$ cat config.mk
export PLATFORM = sky130hd
export DESIGN_NAME = tdpt_ctrl
export DESIGN_NICKNAME = d
export VERILOG_FILES = /design/src/rtl/tdpt_pkg.sv /design/src/rtl/tdpt_ctrl.sv
export VERILOG_INCLUDE_DIRS = /design/src /design/src/rtl
export SDC_FILE = /design/constraint.sdc
export NUM_CORES = 1
export LEC_CHECK = 0
export BUFFER_PORTS_ARGS = -buffer_cell sky130_fd_sc_hd__buf_2
export CORE_AREA = 2 2 39 41
export DETAILED_ROUTE_END_ITERATION = 12
export DIE_AREA = 0 0 41 43
export PLACE_DENSITY = 0.38
export SLEW_MARGIN = 20
export SYNTH_ARGS = -nofsm -noshare
export SYNTH_HDL_FRONTEND = slang
export SYNTH_SLANG_ARGS = --single-unit
export TNS_END_PERCENT = 100
$ cat constraint.sdc
create_clock -name clock -period 3.2 [get_ports clock]
set_clock_uncertainty 0.05 [all_clocks]
set_input_delay 0.32 -clock clock [delete_from_list [all_inputs] [get_ports clock]]
set_output_delay 0.32 -clock clock [all_outputs]
set_load 0.01 [all_outputs]
$ cat src/rtl/assert_macros.svh
// ----------------------------------------------------------------------------
// assertion macros
// shared concurrent assertion forms for the trial division prime test
// ----------------------------------------------------------------------------
`ifndef ASSERT_MACROS_SVH
`define ASSERT_MACROS_SVH

// property must hold at every rising clock edge outside reset
`define ASSERT_AT(name, clk, rst, prop) \
   name: assert property (@(posedge clk) disable iff (rst) prop) \
      else $error("assertion failed");

// condition must never be true outside reset
`define ASSERT_NEVER(name, clk, rst, cond) \
   name: assert property (@(posedge clk) disable iff (rst) !(cond)) \
      else $error("forbidden condition seen");

`endif

$ cat src/rtl/tdpt_pkg.sv
// ----------------------------------------------------------------------------
// tdpt_pkg
// shared types and constants of the trial division prime test
// ----------------------------------------------------------------------------
package tdpt_pkg;

   localparam int NUM_WIDTH_DEF = 31;
   localparam int FIRST_DIVISOR = 3;
   localparam int DIVISOR_STEP  = 2;

   typedef struct packed {
      logic load;
      logic div_init;
      logic div_step;
      logic next_divisor;
   } tdpt_cmd_type;

   typedef struct packed {
      logic below_two;
      logic below_four;
      logic even;
      logic div_last;
      logic bound_ok;
      logic rem_zero;
   } tdpt_status_type;

endpackage

$ cat src/rtl/tdpt_ctrl.sv
// ----------------------------------------------------------------------------
// tdpt_ctrl
// sequencer for classification, division runs and result strobe
// ----------------------------------------------------------------------------
`include "assert_macros.svh"

module tdpt_ctrl (
   input  logic                      clock,
   input  logic                      reset,
   input  logic                      start,
   output logic                      busy,
   output logic                      rsp_valid,
   output logic                      rsp_is_prime,
   output tdpt_pkg::tdpt_cmd_type    cmd,
   input  tdpt_pkg::tdpt_status_type status
);
   import tdpt_pkg::*;

   typedef enum logic [1:0] {
      ST_IDLE,
      ST_CLASSIFY,
      ST_DIVIDE,
      ST_CHECK
   } state_type;

   state_type state_ff;
   logic      valid_ff;
   logic      prime_ff;

   assign busy         = (state_ff != ST_IDLE);
   assign rsp_valid    = valid_ff;
   assign rsp_is_prime = prime_ff;

   always_comb begin
      cmd = '0;
      unique case (state_ff)
         ST_IDLE: begin
            cmd.load = start;
         end
         ST_CLASSIFY: begin
            cmd.div_init = !(status.below_two || status.below_four || status.even);
         end
         ST_DIVIDE: begin
            cmd.div_step = 1'b1;
         end
         ST_CHECK: begin
            cmd.next_divisor = status.bound_ok && !status.rem_zero;
         end
         default: begin
            cmd = '0;
         end
      endcase
   end

   always_ff @(posedge clock) begin
      if (reset) begin
         state_ff <= ST_IDLE;
         valid_ff <= 1'b0;
         prime_ff <= 1'b0;
      end else begin
         valid_ff <= 1'b0;
         unique case (state_ff)
            ST_IDLE: begin
               if (start) begin
                  state_ff <= ST_CLASSIFY;
               end
            end
            ST_CLASSIFY: begin
               priority if (status.below_two) begin
                  valid_ff <= 1'b1;
                  prime_ff <= 1'b0;
                  state_ff <= ST_IDLE;
               end else if (status.below_four) begin
                  valid_ff <= 1'b1;
                  prime_ff <= 1'b1;
                  state_ff <= ST_IDLE;
               end else if (status.even) begin
                  valid_ff <= 1'b1;
                  prime_ff <= 1'b0;
                  state_ff <= ST_IDLE;
               end else begin
                  state_ff <= ST_DIVIDE;
               end
            end
            ST_DIVIDE: begin
               if (status.div_last) begin
                  state_ff <= ST_CHECK;
               end
            end
            ST_CHECK: begin
               priority if (!status.bound_ok) begin
                  valid_ff <= 1'b1;
                  prime_ff <= 1'b1;
                  state_ff <= ST_IDLE;
               end else if (status.rem_zero) begin
                  valid_ff <= 1'b1;
                  prime_ff <= 1'b0;
                  state_ff <= ST_IDLE;
               end else begin
                  state_ff <= ST_DIVIDE;
               end
            end
            default: begin
               state_ff <= ST_IDLE;
            end
         endcase
      end
   end

   `ASSERT_NEVER(a_no_strobe_while_busy, clock, reset, (busy && rsp_valid))
   `ASSERT_AT(a_start_takes, clock, reset, (start && !busy |=> busy))

endmodule

Word level (Yosys, flattened, before mapping)
Index checks and enable logic that the tools add are counted.
{"block": "word_totals", "out_inout_bits": 7, "elab_cells": 44, "in_bits": 9, "regBits": 4}
{"block": "classes", "n_reduce_logical": 10, "n_eq_ne": 7, "muxes": 24}
{"operator": "two-way mux 1 bit", "n": 14}
{"operator": "two-way mux 2 bit", "n": 7}
{"operator": "one-hot mux 2 bit (4 select lines)", "n": 1}
{"operator": "== test 2 bit, second input constant", "n": 2}
{"operator": "inequality test 2 bit, second input constant", "n": 2}
{"operator": "inequality test 4 bit, second input constant", "n": 1}
{"operator": "one-hot mux 1 bit (2 select lines)", "n": 2}
{"operator": "nonzero test 2 bit", "n": 2}
{"operator": "inequality test 3 bit, second input constant", "n": 1}
{"operator": "AND reduction 3 bit", "n": 1}
{"operator": "== test 2 x 1 -> 1 bit, second input constant", "n": 1}
{"operator": "logical NOT 1 bit", "n": 2}
{"operator": "logical NOT 2 bit", "n": 1}
{"operator": "logical OR 1 bit", "n": 2}
{"operator": "AND reduction 2 bit", "n": 1}
{"operator": "logical AND 1 bit", "n": 1}

Logic depth before layout (Yosys ltp)
Gate-level depths: netlist of the first run.
{"block": "logic_depth", "ltp_word": 4, "mapped_depth": 4, "mapped_depth_nobuf": 3}

Worst setup path after synthesis of the first run
No wires, ideal clock.
{"block": "synth_timing", "path_kind": "register to output", "from": "register state_ff[1]", "to": "output cmd[3] (netlist name)", "arrival_time_ns": 0.900, "required_time_ns": 2.830, "setup_slack_ns": 1.930, "stages_incl_launch_ff": 4, "cell_sequence": "dfxtp_1 buf_6 or2_2 nor2_1"}
{"item": "from (decl)", "line": "tdpt_ctrl.sv:26", "text": "state_type state_ff;"}
{"item": "from (signal assigned)", "line": "tdpt_ctrl.sv:57", "text": "state_ff <= ST_IDLE;"}
{"item": "from (signal assigned)", "line": "tdpt_ctrl.sv:65", "text": "state_ff <= ST_CLASSIFY;"}
{"item": "from (signal assigned)", "line": "tdpt_ctrl.sv:72", "text": "state_ff <= ST_IDLE;"}
{"item": "to (decl)", "line": "tdpt_ctrl.sv:14", "text": "output tdpt_pkg::tdpt_cmd_type cmd,"}

==> metrics.yaml, run 1 <==
run_status:
  status: "finished clean"
synth:
  syn_area_um2: 226
  yosysUniqueCellTypes: 17
  syn_nets: 35
  synth_area_per_cell_um2: 8.71
  synthCells: 26
  yosysSeqAreaShare_pct: 35.4
  yosys_warnings: 0
  synth_seq_cells: 4
clock_network:
  cts_tree: "yes"
  cts_root_buf: "clkbuf_4"
  cts_htree_levels: 1
  clock_latency_ns: 0.23
  clkTransAtPathRegs_ns: 0.04
  cts.path.max_buffers: 2
  cts_made_buffers: 3
  postCtsSetupBuffers: 0
  holdBufCountCts: 0
  cts_resized: 0
  cts_sinks: 4
setup_path:
  path_buf_inv: 2
  worstPathMaxFanout: 9
  critPathLaunch: "state_ff[1]"
  worstSetupPathType: "flip-flop to primary output"
  cp.required_ns: 2.83
  cp-start-kind: "flip-flop"
  cp_cell_sequence: "nor4_4, nand2_1, inv_1, buf_2"
  cpPeakStageDelay_ns: 0.39
  cp_top_family: "simple AND/OR/NAND/NOR gates"
  critPathArrivalTime_ns: 1.26
  crit_slowest_cell: "dfxtp_1"
  crit_path_end_kind: "primary output"
  worstReg2RegStart: "state_ff[1]"
power:
  clkPwrFrac_pct: 45.7
  vdd_drop_max_mv: 0.139
  p_per_area_nw_per_um2: 420
  combPwrFrac_pct: 15.3
  power_frac_seq_pct: 39.0
  p_leak_nw: 0.171
  swShare_pct: 24.7
  p_int_uw: 105
  switching_power_uw: 34.5
grt:
  grt_pass1_wl_um: 869
  grt_pass1_vias: 219
  grt_remaining_overflow: 0
  antenna_found_initial: 0
  grt_usage_pct: 8.12
  grt_max_degree: 10
floorplan:
  die_x_um: 41
  io-pin-count: 16
  die-area_um2: 1760
  die_h_um: 43
  core-area_um2: 1380
  start_util_pct: 16.4
  rows: 14
timing:
  hold_viol_final: 0
  grt_setup_unrepaired: "false"
  tns_ns: 0
  drv_slew: 0
  tightest_slew_ns: 0.376
  setup_violations: 0
  fmax_mhz: 615
  period_share_pct: 50.8
  slew_headroom_pct: 74.9
  layout_min_cycle_time_ns: 1.63
finish:
  final_util_pct: 24.1
  fillCellCount: 155
  regArea_um2: 80.1
  multi_input_area_um2: 120
  drive_gt1_share_pct: 46.5
  area_growth_pct: 47.0
  nets: 54
  diodes: 0
detailed_routing:
  dr.pass1.iters: 2
  via_count: 230
  via_per_inst: 3.90
  wl_per_cell_um: 8.73
  drc: 0
  totalWireLength_um: 515
  drtAntennaViolNets: 0
  drt_iter0_drc: 3
flow_run:
  cap_violations: 0
placement:
  gp_congestion: 0.712
  io_buffers: 15
hold_path:
  hold_class: "input port to flip-flop"
  min_from: "reset"
-- power groups by stage --
| stage | Combinational [mW] | Sequential, mW | Clock [mW] |
|---|---|---|---|
| CTS | 0.0217 | 0.0546 | 0.0695 |
| floorplan | 0.0103 | 0.0553 | 0 |
| detailed placement | 0.0216 | 0.0554 | 0 |
| global placement | 0.0218 | 0.0555 | 0 |
| finish | 0.0213 | 0.0545 | 0.0639 |
| global route | 0.0238 | 0.0550 | 0.0723 |
-- cell usage after synthesis (all sizes together) --
master,instances,area (µm²)
a2111oi,1,10.0
a211o,1,8.76
a211oi,1,7.51
a21oi,1,5.00
and3,1,6.26
buf,1,11.3
dfxtp,4,80.1
inv,4,15.0
mux2i,1,10.0
nand2,2,7.51
nor2,2,7.51
nor2b,2,12.5
nor3,1,5.00
nor3b,1,7.51
nor4,1,21.3
o21ai,1,5.00
or2,1,6.26
-- per-stage QoR --
step / total power [mW] / worst slack, ns / hold WS, ns / instance area, µm² / std cells
2_1_floorplan: 0.0657 / 1.93 / 0.339 / 226 / 26
3_3_place_gp: 0.0773 / 1.81 / 0.396 / 310 / 56
3_5_place_dp: 0.0771 / 1.80 / 0.398 / 310 / 56
4_1_cts: 0.146 / 1.54 / 0.245 / 333 / 59
5_1_grt: 0.151 / 1.43 / 0.260 / 333 / 59
6_report: 0.140 / 1.57 / 0.256 / 333 / 59
-- logic make-up after synthesis --
family                 synth area share (%)
AOI/OAI and AO/OA                      16.0
buffers and inverters                  11.6
muxes                                  4.42
and+or+nand+nor                        32.6
DFF                                    35.4
-- routing by layer --
layer	routed length (µm)	vias up	track usage (%)
met5	0	-	0
met4	0	0	10.0
met3	27	0	3.14
met2	257	6	10.9
met1	229	100	8.01
li1	-	124	-
-- flip-flops by register name, summed over array words and instances (netlist names) --
name          count
rsp_is_prime      1
rsp_valid         1
state_ff          2
-- layout make-up --
cell class | count | area share, %
Multi-Input combinational cell | 17 | 36.1
Clock buffer | 3 | 6.77
Tap cell | 16 | 6.02
Inverter | 4 | 4.51
Sequential cell | 4 | 24.1
Timing Repair Buffer | 15 | 22.6
-- final timing paths --
path	to	slack, ns	depth (start not counted)
worst max register to register	rsp_is_prime	1.92	3
worst max-delay path	cmd[2]	1.57	4
worst min-delay path	rsp_valid	0.26	2
worst min register to register	rsp_is_prime	0.40	2
-- cell usage in the layout (no fill, tap or decap), drive strengths merged, types with 2 or more instances in the layout --
cell type / instances
buf: 15
clkbuf: 3
dfxtp: 4
inv: 4
nand2: 2
nor2: 2
nor2b: 2
(Power assumes the default switching activity.)
==> inputs of run 2 (changes only) <==
clock period = 1.5 ns   (was 3.2 ns; I/O delays follow)
==> run 2 against run 1 <==
Cell area unchanged; utilization unchanged; die area is the same; first-iteration DRC count fell by 67%; via count decreased by 1.3%; non-clock buffer count unchanged; count of clock-buffer cells in the layout is the same; register-to-register slack worse by 1.7 ns; final cell count is the same; clock power grew 110%.
==> metrics.yaml, run 2 (synthesis gave the netlist of run 1 again) <==
clock_network:
  clock_latency_ns: 0.23
  postCtsSetupBuffers: 0
  cts_root_buf: "clkbuf_4"
  cts_tree: "yes"
  cts.path.max_buffers: 2
  cts_htree_levels: 1
  clkTransAtPathRegs_ns: 0.04
  cts_sinks: 4
  cts_made_buffers: 3
detailed_routing:
  wl_per_cell_um: 8.53
  drc: 0
  totalWireLength_um: 503
  via_count: 227
  dr.pass1.iters: 2
  drt_iter0_drc: 1
  drtAntennaViolNets: 0
  via_per_inst: 3.85
timing:
  tns_ns: 0
  tightest_slew_ns: 0.364
  layout_min_cycle_time_ns: 1.35
  grt_setup_unrepaired: "false"
  drv_slew: 0
  period_share_pct: 89.7
  setup_slack_ns: 0.155
  fmax_mhz: 743
  setup_violations: 0
  hold_viol_final: 0
  slew_headroom_pct: 75.7
finish:
  fillCellCount: 161
  area_growth_pct: 47.0
  regArea_um2: 80.1
  fin_cells: 59
  final_common_cell: "buf_2"
  multi_input_area_um2: 120
  largest_register: "state_ff"
  diodes: 0
  stdcell_area_um2: 333
  drive_gt1_share_pct: 46.5
  final_cell_mix: "buf_2 (15), inv_1 (4), dfxtp_1 (4)"
  largest_reg_flops: 2
  nets: 54
floorplan:
  core-area_um2: 1380
  rows: 14
  start_util_pct: 16.4
  die-area_um2: 1760
  io-pin-count: 16
  die_x_um: 41
  die_h_um: 43
setup_path:
  critPathArrivalTime_ns: 1.15
  worstReg2RegStart: "state_ff[1]"
  crit_path_end_kind: "primary output"
  worstPathMaxFanout: 9
  worstSetupPathType: "flip-flop to primary output"
  cp-start-kind: "flip-flop"
  critPathLaunch: "state_ff[1]"
  cp.required_ns: 1.30
grt:
  grt_max_degree: 10
  grt_pass1_vias: 220
  grt_use_met2_pct: 8.75
  grt_remaining_overflow: 0
  antenna_found_initial: 0
  grt_pass1_wl_um: 855
  grt_util_met3_pct: 3.14
  top_usage_layer: "met1"
  grt_usage_pct: 7.53
  grtUsageMet1_pct: 9.32
placement:
  io_buffers: 15
  dpl.cell_count: 56
  gp_congestion: 0.683
  pre_cts_ws_ns: 0.236
  placed_cell_area_um2: 310
hold_path:
  min_from: "reset"
  hold_class: "input port to flip-flop"
power:
  p_per_area_nw_per_um2: 886
  p_leak_nw: 0.171
  vdd_drop_max_mv: 0.318
run_status:
  status: "finished clean"
flow_run:
  cap_violations: 0
## run 2: cell counts in the layout (fill, tap and decap cells not counted)
Identical to the previous run, type by type.
## run 2: metrics by stage
step           total power [mW]  utilization, %  hold slack (ns)
2_1_floorplan             0.140               -            0.169
3_3_place_gp              0.165            22.4            0.324
3_5_place_dp              0.164            22.4            0.319
4_1_cts                   0.302            24.1           0.0752
5_1_grt                   0.315            24.1           0.0813
6_report                  0.295            24.1           0.0782
## run 2: final cells by class
class / count / share of cell area (%)
clock buffers: 3 / 6.77
inverters: 4 / 4.51
multi-input cells: 17 / 36.1
flip-flops and latches: 4 / 24.1
well taps: 16 / 6.02
repair buffers: 15 / 22.6
## run 2: final timing paths
kind                                endpoint  slack, ns  depth (start not counted)
worst min register to register  rsp_is_prime       0.40                          2
worst max register to register  rsp_is_prime       0.24                          3
worst min-delay path            rsp_is_prime       0.08                          2
worst max-delay path                  cmd[3]       0.15                          3
## run 2: where the power goes
part / internal [mW] / switching (mW) / total (mW) / leakage, nW
Sequential: 0.112 / 0.00446 / 0.116 / 0.0328
Combinational: 0.0230 / 0.0226 / 0.0456 / 0.125
Clock: 0.0895 / 0.0434 / 0.133 / 0.0138
## run 2: worst max-delay path, stage by stage, from the launching register on
cell and delay (ns):
dfxtp_1 0.39, or2_2 0.32, nor2_1 0.08, buf_2 0.13
## run 2: routing by layer
| layer | up-vias | share of wire (%) |
|---|---|---|
| li1 | 123 | - |
| met3 | 0 | 7.2 |
| met2 | 6 | 49 |
| met4 | 0 | 0 |
| met5 | - | 0 |
| met1 | 98 | 44 |
## run 2: timing repair
action | CTS | global route
hold buffers | 0 | 0
endpoints found under the hold margin | 0 | 0
resized for setup | 0 | 0
setup endpoints to repair | 0 | 1
==> inputs of run 3 (changes only) <==
==> constraint.sdc (replaced) <==
create_clock -name clock -period 1.5 [get_ports clock]
set_clock_uncertainty 0.05 [all_clocks]
set_input_delay 0.075 -clock clock [delete_from_list [all_inputs] [get_ports clock]]
set_output_delay 0.075 -clock clock [all_outputs]
set_load 0.01 [all_outputs]
==> run 3 against run 2 <==
Total power down 0.10%; first-iteration DRC count unchanged; die area unchanged; count of clock-buffer cells in the layout unchanged; non-clock buffer count unchanged; sequential share of layout area unchanged; fmax down 2.1%; register-to-register slack about the same.
==> metrics.yaml, run 3 (synthesis gave the netlist of run 1 again) <==
grt:
  grt_pass1_wl_um: 855
  antenna_found_initial: 0
  grt_remaining_overflow: 0
  grt_usage_pct: 7.53
  grt_pass1_vias: 220
  grt_max_degree: 10
clock_network:
  cts_root_buf: "clkbuf_4"
  clock_latency_ns: 0.23
  clkTransAtPathRegs_ns: 0.04
  cts.path.max_buffers: 2
  cts_htree_levels: 1
  cts_made_buffers: 3
  postCtsSetupBuffers: 0
  holdBufCountCts: 0
  cts_resized: 0
  cts_sinks: 4
  cts_tree: "yes"
finish:
  largest_reg_flops: 2
  largest_register: "state_ff"
  final_util_pct: 24.1
  nets: 54
  drive_gt1_share_pct: 46.5
  final_common_cell: "buf_2"
  final_cell_mix: "buf_2 (15), inv_1 (4), dfxtp_1 (4)"
  area_growth_pct: 47.0
  diodes: 0
placement:
  gp_congestion: 0.683
  io_buffers: 15
  pre_cts_ws_ns: 0.236
setup_path:
  r2r_slack_ns: 0.24
  critPathLaunch: "state_ff[1]"
  worstPathMaxFanout: 9
  r2r_cells: 3
  crit_path_end_kind: "primary output"
  crit_end: "cmd[2]"
  cp_cell_sequence: "nor4_4, nand2_1, inv_1, buf_2"
  cp.required_ns: 1.37
  crit_slowest_cell: "dfxtp_1"
  r2r_end: "rsp_is_prime"
  cpPeakStageDelay_ns: 0.39
  worstReg2RegStart: "state_ff[1]"
  worstSetupPathType: "flip-flop to primary output"
  critPathArrivalTime_ns: 1.25
  cp-start-kind: "flip-flop"
detailed_routing:
  via_count: 226
  dr.max_layer_used: "met3"
  drt_iter0_drc: 1
  wl_met3_um: 36
  drc: 0
  drtAntennaViolNets: 0
  routedLengthMet1_um: 221
  dr_wl_met2_um: 246
  totalWireLength_um: 503
  wl_per_cell_um: 8.53
  dr.pass1.iters: 2
  via_per_inst: 3.83
floorplan:
  die-area_um2: 1760
  start_util_pct: 16.4
  core-area_um2: 1380
  die_h_um: 43
  io-pin-count: 16
  die_x_um: 41
  rows: 14
timing:
  setup_slack_ns: 0.125
  holdWs_ns: 0.00316
  fmax_mhz: 727
  tns_ns: 0
  layout_min_cycle_time_ns: 1.37
  drv_slew: 0
  period_share_pct: 91.6
  slew_headroom_pct: 75.7
  setup_violations: 0
  hold_viol_final: 0
  grt_setup_unrepaired: "false"
  tightest_slew_ns: 0.364
power:
  p_leak_nw: 0.171
  total_power_uw: 295
  vdd_drop_max_mv: 0.318
  p_per_area_nw_per_um2: 885
flow_run:
  cap_violations: 0
hold_path:
  hold_class: "input port to flip-flop"
run_status:
  status: "finished clean"
run 3: final cells by class:
type	count	area (µm²)
fill	161	1050
multi-input combinational	17	120
tap	16	20.0
timing repair buffer	15	75.1
sequential	4	80.1
inverter	4	15.0
clock buffer	3	22.5
run 3: worst max-delay path, delay by kind of cell (launching register included):
kind / cells / cell delay [ns]
simple gates: 2 / 0.46
buf+inv: 2 / 0.18
flops: 1 / 0.39
run 3: worst min-delay path by stage:
stage / startpoint / end / depth (start not counted)
final: reset / rsp_is_prime / 2
after global routing: reset / rsp_is_prime / 2
after CTS: reset / rsp_valid / 2
after detailed placement: reset / rsp_valid / 2
after global placement: reset / state_ff[1] / 2
after floorplan: reset / state_ff[1] / 1
run 3: layer usage:
metal	track usage (%)	vias to the layer above
met1	9.32	98
met4	8.00	0
met3	3.14	0
met2	8.75	6
met5	0	-
li1	-	122
run 3: stage by stage:
step           std cells  instance area, µm²
2_1_floorplan         26                 226
3_3_place_gp          56                 310
3_5_place_dp          56                 310
4_1_cts               59                 333
5_1_grt               59                 333
6_report              59                 333
run 3: report_power, final:
group          internal [mW]  total, mW  switching, mW
clock                 0.0895      0.133         0.0434
combinational         0.0227     0.0453         0.0226
sequential             0.112      0.116        0.00448
